## src/rtl/iseu_pkg.sv

```systemverilog
package iseu_pkg;

  // Default sizes
  localparam int NUM_REGS_DEF   = 13;
  localparam int MEM_DEPTH_DEF  = 256;
  localparam int PROG_DEPTH_DEF = 256;

  // Field widths
  localparam int KIND_W = 5;
  localparam int REG_W  = 4;
  localparam int BYTE_W = 8;

  // Span of an 8-bit byte address
  localparam int ADDR_SPAN = 1 << BYTE_W;

  // Stream payload widths
  localparam int S_TDATA_W = 40;
  localparam int S_TUSER_W = 6;
  localparam int M_TDATA_W = 24;

  // Depth of the queue between front and back
  localparam int FIFO_DEPTH = 2;

  // Instruction kinds on the input stream
  localparam logic [KIND_W-1:0] KIND_LDR = 5'd0;
  localparam logic [KIND_W-1:0] KIND_STR = 5'd1;
  localparam logic [KIND_W-1:0] KIND_ADD = 5'd2;
  localparam logic [KIND_W-1:0] KIND_SUB = 5'd3;
  localparam logic [KIND_W-1:0] KIND_MOV = 5'd4;
  localparam logic [KIND_W-1:0] KIND_CMP = 5'd5;
  localparam logic [KIND_W-1:0] KIND_B   = 5'd6;
  localparam logic [KIND_W-1:0] KIND_BEQ = 5'd7;
  localparam logic [KIND_W-1:0] KIND_BNE = 5'd8;
  localparam logic [KIND_W-1:0] KIND_BLT = 5'd9;
  localparam logic [KIND_W-1:0] KIND_BGT = 5'd10;
  localparam logic [KIND_W-1:0] KIND_AND = 5'd11;
  localparam logic [KIND_W-1:0] KIND_ORR = 5'd12;
  localparam logic [KIND_W-1:0] KIND_EOR = 5'd13;
  localparam logic [KIND_W-1:0] KIND_MVN = 5'd14;
  localparam logic [KIND_W-1:0] KIND_LSL = 5'd15;
  localparam logic [KIND_W-1:0] KIND_LSR = 5'd16;

  // Compare flag encoding
  typedef enum logic [1:0] {
    FLAG_EQ = 2'd0,
    FLAG_LT = 2'd1,
    FLAG_GT = 2'd2
  } flag_t;

  // Internal operation after classification; illegal operands fold to OP_NOP
  typedef enum logic [4:0] {
    OP_NOP, OP_LDR, OP_STR, OP_MOV, OP_MVN, OP_CMP,
    OP_ADD, OP_SUB, OP_AND, OP_ORR, OP_EOR, OP_LSL, OP_LSR,
    OP_B, OP_BEQ, OP_BNE, OP_BLT, OP_BGT
  } op_t;

  // Classified instruction carried through the queue
  typedef struct packed {
    op_t               op;
    logic [REG_W-1:0]  rd;      // destination register
    logic [REG_W-1:0]  ra;      // register read on port A
    logic [REG_W-1:0]  rb;      // register read on port B
    logic              rb_ok;   // port B register exists
    logic              use_imm;
    logic [BYTE_W-1:0] imm;
    logic [BYTE_W-1:0] addr;    // already wrapped to the memory depth
    logic [BYTE_W-1:0] target;
  } dec_t;

endpackage

```

## src/rtl/teaching_isa_execute_unit.sv

```systemverilog
// Execute unit for a small 8-bit load/store instruction set. Each input item
// is one decoded instruction; each produces exactly one result item. The unit
// takes one item per cycle and, with the output taken every cycle, delivers
// one result per cycle. The item is classified and written into a two-entry
// queue when it is accepted. Its operands are read into registers from the
// register file and data memory as it leaves the queue for the execute stage,
// and it is executed into the output register when that stage can advance.
// Results of earlier instructions are bypassed to the next one, so dependent
// instructions run back to back. Registers, data memory and the compare flag
// come out of reset as zero with no clearing pass: per-entry valid bits make
// unwritten entries read as zero.
module teaching_isa_execute_unit import iseu_pkg::*; #(
  parameter int NUM_REGS   = NUM_REGS_DEF,
  parameter int MEM_DEPTH  = MEM_DEPTH_DEF,
  parameter int PROG_DEPTH = PROG_DEPTH_DEF
) (
  input  logic                 clk,
  input  logic                 rst,
  input  logic                 s_tvalid,
  output logic                 s_tready,
  // dest_reg[3:0], first_reg[7:4], second_reg[11:8], second_immediate[19:12],
  // mem_address[27:20], jump_target[35:28], zero[39:36]
  input  logic [S_TDATA_W-1:0] s_tdata,
  // kind[4:0], second_is_immediate[5]
  input  logic [S_TUSER_W-1:0] s_tuser,
  output logic                 m_tvalid,
  input  logic                 m_tready,
  // reg_written[0], written_value[8:1], branch_taken[9], next_target[17:10],
  // compare_state[19:18], zero[23:20]
  output logic [M_TDATA_W-1:0] m_tdata
);

  dec_t dec, head;
  logic full, head_valid, pop;

  assign s_tready = !full;

  // Front: classify the incoming instruction
  iseu_front #(
    .NUM_REGS   (NUM_REGS),
    .MEM_DEPTH  (MEM_DEPTH),
    .PROG_DEPTH (PROG_DEPTH)
  ) u_front (
    .kind                (s_tuser[4:0]),
    .dest_reg            (s_tdata[3:0]),
    .first_reg           (s_tdata[7:4]),
    .second_is_immediate (s_tuser[5]),
    .second_reg          (s_tdata[11:8]),
    .second_immediate    (s_tdata[19:12]),
    .mem_address         (s_tdata[27:20]),
    .jump_target         (s_tdata[35:28]),
    .dec                 (dec)
  );

  // Queue between front and back
  iseu_fifo u_fifo (
    .clk        (clk),
    .rst        (rst),
    .push       (s_tvalid),
    .push_data  (dec),
    .full       (full),
    .pop        (pop),
    .head_valid (head_valid),
    .head_data  (head)
  );

  // Back: operand read, execute, result register
  iseu_back #(
    .NUM_REGS  (NUM_REGS),
    .MEM_DEPTH (MEM_DEPTH)
  ) u_back (
    .clk        (clk),
    .rst        (rst),
    .head_valid (head_valid),
    .head_data  (head),
    .pop        (pop),
    .m_tvalid   (m_tvalid),
    .m_tready   (m_tready),
    .m_tdata    (m_tdata)
  );

  // Output register is empty right after reset
  a_reset_empty: assert property (@(posedge clk) rst |=> !m_tvalid)
    else $error("result valid right after reset");

  // A taken branch writes nothing
  a_branch_no_write: assert property (@(posedge clk) disable iff (rst)
    (m_tvalid && m_tdata[9]) |-> (!m_tdata[0] && m_tdata[8:1] == 8'h00))
    else $error("taken branch carries a write");

  // Target is reported only for a taken branch, and the flag is never illegal
  a_target_flag: assert property (@(posedge clk) disable iff (rst)
    m_tvalid |-> ((m_tdata[9] || m_tdata[17:10] == 8'h00) && m_tdata[19:18] != 2'd3))
    else $error("bad target or compare flag");

endmodule

```

## src/rtl/iseu_front.sv

```systemverilog
module iseu_front import iseu_pkg::*; #(
  parameter int NUM_REGS   = NUM_REGS_DEF,
  parameter int MEM_DEPTH  = MEM_DEPTH_DEF,
  parameter int PROG_DEPTH = PROG_DEPTH_DEF
) (
  input  logic [KIND_W-1:0] kind,
  input  logic [REG_W-1:0]  dest_reg,
  input  logic [REG_W-1:0]  first_reg,
  input  logic              second_is_immediate,
  input  logic [REG_W-1:0]  second_reg,
  input  logic [BYTE_W-1:0] second_immediate,
  input  logic [BYTE_W-1:0] mem_address,
  input  logic [BYTE_W-1:0] jump_target,
  output dec_t              dec
);

  // Address wrap table, built at elaboration
  logic [BYTE_W-1:0] addr_wrap [ADDR_SPAN];

  for (genvar i = 0; i < ADDR_SPAN; i++) begin : g_wrap
    assign addr_wrap[i] = BYTE_W'(i % MEM_DEPTH);
  end

  logic rd_ok, rn_ok, rm_ok, tgt_ok;

  assign rd_ok  = 32'(dest_reg) < NUM_REGS;
  assign rn_ok  = 32'(first_reg) < NUM_REGS;
  assign rm_ok  = 32'(second_reg) < NUM_REGS;
  assign tgt_ok = 32'(jump_target) < PROG_DEPTH;

  // Classify the kind and fold illegal operands to a no-op
  always_comb begin
    dec.rd      = dest_reg;
    dec.ra      = first_reg;
    dec.rb      = second_reg;
    dec.rb_ok   = rm_ok;
    dec.use_imm = second_is_immediate;
    dec.imm     = second_immediate;
    dec.addr    = addr_wrap[mem_address];
    dec.target  = jump_target;
    dec.op      = OP_NOP;
    unique case (kind)
      KIND_LDR: dec.op = rd_ok ? OP_LDR : OP_NOP;
      KIND_STR: begin
        dec.op = rd_ok ? OP_STR : OP_NOP;
        dec.ra = dest_reg;
      end
      KIND_MOV: dec.op = rd_ok ? OP_MOV : OP_NOP;
      KIND_MVN: dec.op = rd_ok ? OP_MVN : OP_NOP;
      KIND_CMP: begin
        dec.op = rd_ok ? OP_CMP : OP_NOP;
        dec.ra = dest_reg;
      end
      KIND_ADD: dec.op = (rd_ok && rn_ok) ? OP_ADD : OP_NOP;
      KIND_SUB: dec.op = (rd_ok && rn_ok) ? OP_SUB : OP_NOP;
      KIND_AND: dec.op = (rd_ok && rn_ok) ? OP_AND : OP_NOP;
      KIND_ORR: dec.op = (rd_ok && rn_ok) ? OP_ORR : OP_NOP;
      KIND_EOR: dec.op = (rd_ok && rn_ok) ? OP_EOR : OP_NOP;
      KIND_LSL: dec.op = (rd_ok && rn_ok) ? OP_LSL : OP_NOP;
      KIND_LSR: dec.op = (rd_ok && rn_ok) ? OP_LSR : OP_NOP;
      KIND_B:   dec.op = tgt_ok ? OP_B : OP_NOP;
      KIND_BEQ: dec.op = tgt_ok ? OP_BEQ : OP_NOP;
      KIND_BNE: dec.op = tgt_ok ? OP_BNE : OP_NOP;
      KIND_BLT: dec.op = tgt_ok ? OP_BLT : OP_NOP;
      KIND_BGT: dec.op = tgt_ok ? OP_BGT : OP_NOP;
      default:  dec.op = OP_NOP;
    endcase
  end

endmodule

```

## src/rtl/iseu_fifo.sv

```systemverilog
module iseu_fifo import iseu_pkg::*; (
  input  logic clk,
  input  logic rst,
  input  logic push,
  input  dec_t push_data,
  output logic full,
  input  logic pop,
  output logic head_valid,
  output dec_t head_data
);

  localparam int PTR_W = (FIFO_DEPTH > 1) ? $clog2(FIFO_DEPTH) : 1;
  localparam int CNT_W = $clog2(FIFO_DEPTH + 1);

  dec_t             slots [FIFO_DEPTH];
  logic [PTR_W-1:0] wr_ptr, rd_ptr;
  logic [CNT_W-1:0] count;
  logic             do_push, do_pop;

  assign full       = count == CNT_W'(FIFO_DEPTH);
  assign head_valid = count != '0;
  assign head_data  = slots[rd_ptr];
  assign do_push    = push && !full;
  assign do_pop     = pop && head_valid;

  // Pointers and fill level
  always_ff @(posedge clk) begin
    if (rst) begin
      wr_ptr <= '0;
      rd_ptr <= '0;
      count  <= '0;
    end else begin
      if (do_push)
        wr_ptr <= (wr_ptr == PTR_W'(FIFO_DEPTH - 1)) ? '0 : wr_ptr + 1'b1;
      if (do_pop)
        rd_ptr <= (rd_ptr == PTR_W'(FIFO_DEPTH - 1)) ? '0 : rd_ptr + 1'b1;
      if (do_push && !do_pop)
        count <= count + 1'b1;
      else if (do_pop && !do_push)
        count <= count - 1'b1;
    end
  end

  // Slot storage
  always_ff @(posedge clk) begin
    if (do_push)
      slots[wr_ptr] <= push_data;
  end

endmodule

```

## src/rtl/iseu_back.sv

```systemverilog
module iseu_back import iseu_pkg::*; #(
  parameter int NUM_REGS  = NUM_REGS_DEF,
  parameter int MEM_DEPTH = MEM_DEPTH_DEF
) (
  input  logic                 clk,
  input  logic                 rst,
  input  logic                 head_valid,
  input  dec_t                 head_data,
  output logic                 pop,
  output logic                 m_tvalid,
  input  logic                 m_tready,
  output logic [M_TDATA_W-1:0] m_tdata
);

  localparam int RIW       = $clog2(NUM_REGS);
  localparam int MEM_WORDS = (MEM_DEPTH < ADDR_SPAN) ? MEM_DEPTH : ADDR_SPAN;
  localparam int AW        = $clog2(MEM_WORDS);

  // Register file and data memory, with valid bits standing in for reset
  logic [BYTE_W-1:0] rf   [NUM_REGS];
  logic [NUM_REGS-1:0] rf_vld;
  logic [BYTE_W-1:0] dmem [MEM_WORDS];
  logic [MEM_WORDS-1:0] dm_vld;

  // Execute stage
  dec_t        x;
  logic        x_valid;
  logic        x_go;
  flag_t       flag;

  // Registered operand reads and their bypass from the stage ahead
  logic [BYTE_W-1:0] a_q, b_q, m_q;
  logic              a_v, b_v, m_v;
  logic              a_fw, b_fw, m_fw;
  logic [BYTE_W-1:0] a_fw_val, b_fw_val, m_fw_val;

  logic [BYTE_W-1:0] a_val, b_val, op2, mem_val, value;
  logic              wr, str, taken;
  flag_t             flag_next;

  assign x_go = x_valid && (!m_tvalid || m_tready);
  assign pop  = head_valid && (!x_valid || x_go);

  // Operand selection
  assign a_val   = a_fw ? a_fw_val : (a_v ? a_q : '0);
  assign b_val   = b_fw ? b_fw_val : (b_v ? b_q : '0);
  assign mem_val = m_fw ? m_fw_val : (m_v ? m_q : '0);
  assign op2     = x.use_imm ? x.imm : (x.rb_ok ? b_val : '0);

  // Execute
  always_comb begin
    wr        = 1'b0;
    str       = 1'b0;
    taken     = 1'b0;
    value     = '0;
    flag_next = flag;
    unique case (x.op)
      OP_LDR: begin wr = 1'b1; value = mem_val; end
      OP_STR: begin str = 1'b1; value = a_val; end
      OP_MOV: begin wr = 1'b1; value = op2; end
      OP_MVN: begin wr = 1'b1; value = ~op2; end
      OP_CMP: begin
        flag_next = (a_val == op2) ? FLAG_EQ : ((a_val < op2) ? FLAG_LT : FLAG_GT);
      end
      OP_ADD: begin wr = 1'b1; value = a_val + op2; end
      OP_SUB: begin wr = 1'b1; value = a_val - op2; end
      OP_AND: begin wr = 1'b1; value = a_val & op2; end
      OP_ORR: begin wr = 1'b1; value = a_val | op2; end
      OP_EOR: begin wr = 1'b1; value = a_val ^ op2; end
      OP_LSL: begin
        wr    = 1'b1;
        value = (op2[BYTE_W-1:3] != '0) ? '0 : (a_val << op2[2:0]);
      end
      OP_LSR: begin
        wr    = 1'b1;
        value = (op2[BYTE_W-1:3] != '0) ? '0 : (a_val >> op2[2:0]);
      end
      OP_B:    taken = 1'b1;
      OP_BEQ:  taken = flag == FLAG_EQ;
      OP_BNE:  taken = flag != FLAG_EQ;
      OP_BLT:  taken = flag == FLAG_LT;
      OP_BGT:  taken = flag == FLAG_GT;
      default: ;
    endcase
  end

  // Stage control, flag, valid bits, bypass and output register
  always_ff @(posedge clk) begin
    if (rst) begin
      x_valid  <= 1'b0;
      m_tvalid <= 1'b0;
      flag     <= FLAG_EQ;
      rf_vld   <= '0;
      dm_vld   <= '0;
    end else begin
      if (pop)
        x_valid <= 1'b1;
      else if (x_go)
        x_valid <= 1'b0;
      if (x_go)
        m_tvalid <= 1'b1;
      else if (m_tready)
        m_tvalid <= 1'b0;
      if (x_go) begin
        flag <= flag_next;
        if (wr)
          rf_vld[x.rd[RIW-1:0]] <= 1'b1;
        if (str)
          dm_vld[x.addr[AW-1:0]] <= 1'b1;
      end
    end
  end

  // Payload of the execute stage and of the output register
  always_ff @(posedge clk) begin
    if (pop) begin
      x        <= head_data;
      a_v      <= rf_vld[head_data.ra[RIW-1:0]];
      b_v      <= rf_vld[head_data.rb[RIW-1:0]];
      m_v      <= dm_vld[head_data.addr[AW-1:0]];
      a_fw     <= x_go && wr && (x.rd == head_data.ra);
      b_fw     <= x_go && wr && (x.rd == head_data.rb);
      m_fw     <= x_go && str && (x.addr == head_data.addr);
      a_fw_val <= value;
      b_fw_val <= value;
      m_fw_val <= value;
    end
    if (x_go)
      m_tdata <= {4'b0000, flag_next, (taken ? x.target : 8'h00), taken, value, wr};
  end

  // Register file: two read ports, one write port
  always_ff @(posedge clk) begin
    if (x_go && wr)
      rf[x.rd[RIW-1:0]] <= value;
    if (pop) begin
      a_q <= rf[head_data.ra[RIW-1:0]];
      b_q <= rf[head_data.rb[RIW-1:0]];
    end
  end

  // Data memory: one read port, one write port
  always_ff @(posedge clk) begin
    if (x_go && str)
      dmem[x.addr[AW-1:0]] <= value;
    if (pop)
      m_q <= dmem[head_data.addr[AW-1:0]];
  end

endmodule
```

## config.mk

```make
export PLATFORM = sky130hd
export DESIGN_NAME = teaching_isa_execute_unit
export DESIGN_NICKNAME = d
export VERILOG_FILES = /design/src/rtl/iseu_pkg.sv /design/src/rtl/teaching_isa_execute_unit.sv /design/src/rtl/iseu_front.sv /design/src/rtl/iseu_fifo.sv /design/src/rtl/iseu_back.sv
export SDC_FILE = /design/constraint.sdc
export NUM_CORES = 2
export LEC_CHECK = 0
export CAP_MARGIN = 15
export CORE_ASPECT_RATIO = 0.9
export CORE_UTILIZATION = 35
export CTS_BUF_LIST = sky130_fd_sc_hd__clkbuf_4
export DETAILED_ROUTE_END_ITERATION = 8
export DONT_BUFFER_PORTS = 1
export HOLD_SLACK_MARGIN = 0.05
export REMOVE_ABC_BUFFERS = 1
export SLEW_MARGIN = 10
export SYNTH_ARGS = -nofsm -noshare
export SYNTH_HDL_FRONTEND = slang
export SYNTH_SLANG_ARGS = --single-unit
export TNS_END_PERCENT = 1
```

## constraint.sdc

```tcl
create_clock -name clk -period 59.3 [get_ports clk]
set_clock_uncertainty 0.05 [all_clocks]
set_input_delay 8.895 -clock clk [delete_from_list [all_inputs] [get_ports clk]]
set_output_delay 8.895 -clock clk [all_outputs]
set_load 0.01 [all_outputs]
```

Yosys cells after proc, flatten, opt, wreduce, memory -nomap -nowiden. Memories as Yosys holds them, arrays and structs flattened. A register that Yosys moved wholly into a read port is not among the register bits. Index checks and enable logic that the tools add are counted.

Order comparisons: 12. Equality and inequality tests: 40. Multiplexer cells: 59. Shift-type cells: 2. Reductions and logical operators: 33. Bitwise gates (word level): 7. Add/subtract/negate cells: 6.

Operators by type and width (count): bitwise OR 256 bit (1); two-way mux 8 bit (12); case mux 8 bit (11 select lines) (1); case mux 5 bit (17 select lines) (1); equality test 5 x 4 -> 1 bit, second input constant (16); equality test 5 x 3 -> 1 bit, second input constant (8); two-way mux 4 bit (6); two-way mux 1 bit (22); equality test 5 x 2 -> 1 bit, second input constant (4); less-than comparator 8 x 9 -> 1 bit, second input constant (2); equality test 8 bit (2); equality test 5 bit, second input constant (3); less-than comparator 4 x 5 -> 1 bit, second input constant (3); logical AND 1 bit (14); two-way mux 2 bit (7); bitwise OR 13 bit (1); less-than comparator 4 bit, second input constant (3); two-way mux 3 bit (4); equality test 5 x 1 -> 1 bit, second input constant (2); nonzero test 2 bit (5); OR reduction 10 bit (1); >= comparator 9 bit, second input constant (1); inverter 8 -> 9 bit (1); adder 8 bit (1); 28 further kinds (38).

Input bits: 50. Bits in writable memories: 2238. Output and inout port bits: 26. Flip-flop bits (word level): 346. Bits in read-only memories: 2048. Memories kept: 4. Word-level logic and storage cells: 187.

Memory list: (no name shown) (words 256, bits a word 8, read ports 1, clocked after memory_dff 0, write ports 0, RTL line iseu_front.sv:39) `dec.addr = addr_wrap[mem_address];`; u_back.dmem (words 256, bits a word 8, read ports 1, clocked after memory_dff 1, write ports 1, RTL line iseu_back.sv:22) `logic [BYTE_W-1:0] dmem [MEM_WORDS];`; u_back.rf (words 13, bits a word 8, read ports 2, clocked after memory_dff 2, write ports 1, RTL line iseu_back.sv:20) `logic [BYTE_W-1:0] rf [NUM_REGS];`; u_fifo.slots (words 2, bits a word 43, read ports 1, clocked after memory_dff 1, write ports 1, RTL line iseu_fifo.sv:15) `dec_t slots [FIFO_DEPTH];`.

Depth between registers and ports, before layout.
Depth after elaboration: 9. Gate-level depth with buffers: 16. Depth with buffers taken out: 15.

Cells and area by module. From an unflattened synthesis, not the netlist that was laid out.

Cells, all modules: 5566. Area total of the unflattened synthesis: 103342.9 sq um.

By module, submodules not included: iseu_back (cells each 5322, area each 99377.8 sq um, times used 1, sequential area each 72879.9 sq um); iseu_fifo (cells each 159, area each 3319.4 sq um, times used 1, sequential area each 2682.6 sq um); iseu_front (cells each 84, area each 641.9 sq um, times used 1, sequential area each 0.0 sq um); teaching_isa_execute_unit (cells each 1, area each 3.8 sq um, times used 1, sequential area each 0.0 sq um).

Worst setup path before layout. No wires, ideal clock.

Kind: register to register. Start point: reg u_back.b_fw. End point: reg u_back.a_fw_val[5], data pin. Setup time: 3.551 ns. Cell stages (with the launch flop): 10. Path buffers: 1. Slack: 36.746 ns. Data required time: 55.699 ns. Arrival time: 18.953 ns. Period minus slack after synthesis: 22.554 ns. Path through: edfxtp_1 > clkbuf_1 > nor2b_1 > a22oi_1 > nor2_1 > a21oi_1 > nand3_1 > nor3_1 > inv_1 > o311ai_0.

Longest elaborated chain between the ends: 6. Elaborated cells between the ends (all ways): 15. Classes of those cells: add/sub: 2; shift: 2; mux: 6; bitwise: 4; reduce/logical: 1.

RTL lines: from (decl) (RTL line iseu_back.sv:34) `logic a_fw, b_fw, m_fw;`; from (signal assigned) (RTL line iseu_back.sv:122) `b_fw <= x_go && wr && (x.rd == head_data.rb);`; two-way mux 8 bit * (RTL line iseu_back.sv:46) `assign b_val = b_fw ? b_fw_val : (b_v ? b_q : '0);`; two-way mux 8 bit * (2 in a row) (RTL line iseu_back.sv:48) `assign op2 = x.use_imm ? x.imm : (x.rb_ok ? b_val : '0);`; parallel branches: the longest is 2 deep, another holds subtractor 8 bit; case mux 8 bit (11 select lines) * (RTL line iseu_back.sv:57) `unique case (x.op)`; via u_back.value[5] (RTL line iseu_back.sv:37) `logic [BYTE_W-1:0] a_val, b_val, op2, mem_val, value;`; to (signal assigned) (RTL line iseu_back.sv:124) `a_fw_val <= value;`; to (decl) (RTL line iseu_back.sv:35) `logic [BYTE_W-1:0] a_fw_val, b_fw_val, m_fw_val;`.

Mark *: on every way through the listed nets, which the timed path passes. A chain may end at the register's enable or synchronous reset.

Worst setup path in the final report.
Start point: in m_tready. End point: mem u_back.dmem[207][1], enable pin.

Longest elaborated chain between the ends: 5.

RTL lines: from (decl) (RTL line teaching_isa_execute_unit.sv:27) `input logic m_tready,`; logical OR 1 bit (RTL line iseu_back.sv:41) `assign x_go = x_valid && (!m_tvalid || m_tready);`; logical AND 1 bit (RTL line iseu_back.sv:41); logical AND 1 bit (RTL line iseu_back.sv:144) `if (x_go && str)`; two-way mux 1 bit (RTL line iseu_back.sv:144); two-way mux 1 bit (implied by the code) (RTL line iseu_back.sv:145) `dmem[x.addr[AW-1:0]] <= value;`; to (decl) (RTL line iseu_back.sv:22).

Every way passes these cells.

==> results.toml <==
[grt]
grt_first_pass_wirelength_mm = 433
grt_pass1_vias = 65100
antenna_found_initial = 8
grt_use_total_pct = 19.1
globalRoute.totalOverflow = 0
grt_max_degree = 279

[clock_tree]
holdBufCountCts = 0
post_cts_resize_count = 0
h-tree-depth = 6
cts_buffers = 657
post_cts_buffers = 0
clk_pin_slew_ns = 0.06
clk_latency_ns = 1.43
cts_buffer_depth = 4
cts_tree = "done"
cts.sinks = 2609
cts_root_buf = "clkbuf_4"

[sta]
setup_viol = 0
worstMarginPinSlew_ns = 1.21
relSlewSlack_pct = 18.4
finalHoldViolCount = 0
fin_crit_sh_pct = 18.6
rsz0062_at_grt = "false"
drv_slew = 0
tns_ns = 0
fin_crit_ns = 11.06
max_freq_ghz = 0.0904

[die]
top_level_ports = 76
dieArea_um2 = 303000
core.rowCount = 190
die_w_um = 580
core_area_um2 = 299000
start_util_pct = 35.3
die_h_um = 522

[setup_path]
worstPathRequired_ns = 60.21
crit_chain = "nor2b_1 -> nor2b_4 -> buf_4 -> nand2_1 -> nor3_1 -> buf_4 -> nand3_1 -> nor2_1"
critPathMaxFanout = 26
arrival_ns = 11.97
critPathKind = "input pin to flip-flop"
critical-path-max-stage-delay_ns = 1.13
slowest_stage = "nor2_1"
crit_top_cell = "buf_4"
cp-start-kind = "input pin"
setup.worst_path.end_class = "flip-flop"
r2r.worst_path.cells = 12

[synthesis]
synth.most_common_cell = "edfxtp_1"
ys_ff_latch = 2609
ys_seq_area_share_pct = 71.8
syn_area_um2 = 105000
synth-edff-count = 2331
synth.avg_cell_area_um2 = 13.9
synth_top_area_share_pct = 66.5
synth_warnings = 0
synth_area_leader_cell = "edfxtp_1"
synth_cells = 7549
synthArstFlopShare_pct = 0
synth_commonest_cells = "edfxtp_1 (2331), nand2_1 (1177), nor2_1 (832), mux2i_1 (436), a21oi_1 (421)"
synth_flop_cell = "edfxtp_1"
synth_cell_types = 75
yosys-top-cells-area = "edfxtp_1 (66%), dfxtp_1 (5.3%), nand2_1 (4.2%)"

[pwr]
clkPwrFrac_pct = 24.1
vdd_drop_max_uv = 93.2
internal-power_uw = 3930
p_seq_share_pct = 42.7
p_switching_uw = 2400
power.leakage_uw = 0.0398
swShare_pct = 37.9
combPwrFrac_pct = 33.2
p_per_area_nw_per_um2 = 53.7

[final_layout]
nets = 7942
area_delta_synth_final_pct = 12.0
postLayoutCoreUtil_pct = 39.5
drive_gt1_share_pct = 17.8

[detailed_routing]
wire_per_inst_um = 24.3
first_iter_violations = 7611
dr.pass1.iters = 8
vias = 67400
avgViaCountPerCell = 5.47
drcViolationCount = 0
routed_wl_mm = 300
antenna_left = 0

[run_status]
status = "complete, no violations"

[min_path]
worstHoldPathCells = 2
hold_class = "flip-flop to flip-flop"

[job]
max-cap-violations = 0

[placement]
place_hpwl_mm = 169
io_buffers = 0
gp_congestion = 0.871
## path summary, 6_finish.rpt
kind	from	end	slack, ns
worst max-delay path	m_tready	u_back.dmem[207][1]$_DFFE_PP_	48.24
worst min-delay path	u_back.dm_vld[170]$_SDFFE_PP0P_	u_back.dm_vld[170]$_SDFFE_PP0P_	0.41
worst max register to register	flip-flop	u_back.m_q[7]$_DFFE_PP_	52.56
worst min register to register	u_back.dm_vld[170]$_SDFFE_PP0P_	u_back.dm_vld[170]$_SDFFE_PP0P_	0.41
## routing by layer
metal / GRT usage, % / routed length (um) / vias to the layer above
met2: 29.8 / 137000 / 3483
met1: 26.0 / 123000 / 33800
li1: - / - / 29500
met3: 4.30 / 28900 / 628
met4: 7.76 / 11100 / 10
met5: 0 / 69 / -
## cells in the final DEF, fill, tap and decap left out, types with 133 or more instances in the layout
master and instances:
nor2_1 828, nor3_1 133, edfxtp_1 2331, clkbuf_4 1020
mux2i_1 425, nand3_1 297, nand2_1 1167, mux4_2 167
dfxtp_1 277, o221ai_1 174, a21oi_1 421
## cell type report
class                   count  area [um2]
fillers                 27800      181000
flip-flops and latches   2609       75600
multi-input cells        4416       27600
clock buffers            1020        7660
well taps                3936        4920
repair buffers            140        1190
clock inverters           149         764
inverters                  39         184
diodes                     16        40.0
## flip-flops by register name (all words and copies together) (netlist names), 13 cells and up, named ones only
name / cells
u_fifo.slots: 86
u_back.dm_vld: 256
u_back.rf: 104
u_back.x: 35
u_back.rf_vld: 13
u_back.m_tdata: 20
u_back.dmem: 2048
## power groups by stage
stage / combinational [uW] / sequential, uW / clock (uW)
2_1_floorplan: 1240 / 3090 / 0
3_3_place_gp: 2030 / 2740 / 0
3_5_place_dp: 2080 / 2740 / 0
4_1_cts: 2080 / 2700 / 1560
5_1_grt: 2210 / 2710 / 1640
6_report: 2100 / 2700 / 1530
## stage by stage
step	area, um2	hold WS [ns]	setup slack, ns	power, uW	cells
4_1_cts	118000	0.416	48.18	6340	12300
5_1_grt	118000	0.436	48.18	6560	12300
2_1_floorplan	103000	0.385	28.92	4330	7064
3_3_place_gp	109000	0.393	46.86	4770	11100
6_report	118000	0.415	48.24	6330	12300
3_5_place_dp	109000	0.403	46.76	4820	11100
## cells by family (layout without fill, tap and decap cells)
logic type | count (synthesis) | after routing | synth area share [%]
and+or+nand+nor | 2630 | 2630 | 10.4
DFF | 2609 | 2609 | 71.8
AOI/OAI and AO/OA | 1092 | 1092 | 6.82
muxes | 635 | 635 | 8.07
buffers and inverters | 527 | 1348 | 2.39
adders and majority gates | 29 | 29 | 0.359
xor gates and xnor gates | 26 | 26 | 0.216
other | 1 | 20 | 0.00356
## worst max-delay path: cells and delay by family
family	cells	cell delay, ns
buffers and inverters	2	0.60
AND/OR/NAND/NOR	6	2.42
No activity file was read; power rests on OpenSTA's default activity.
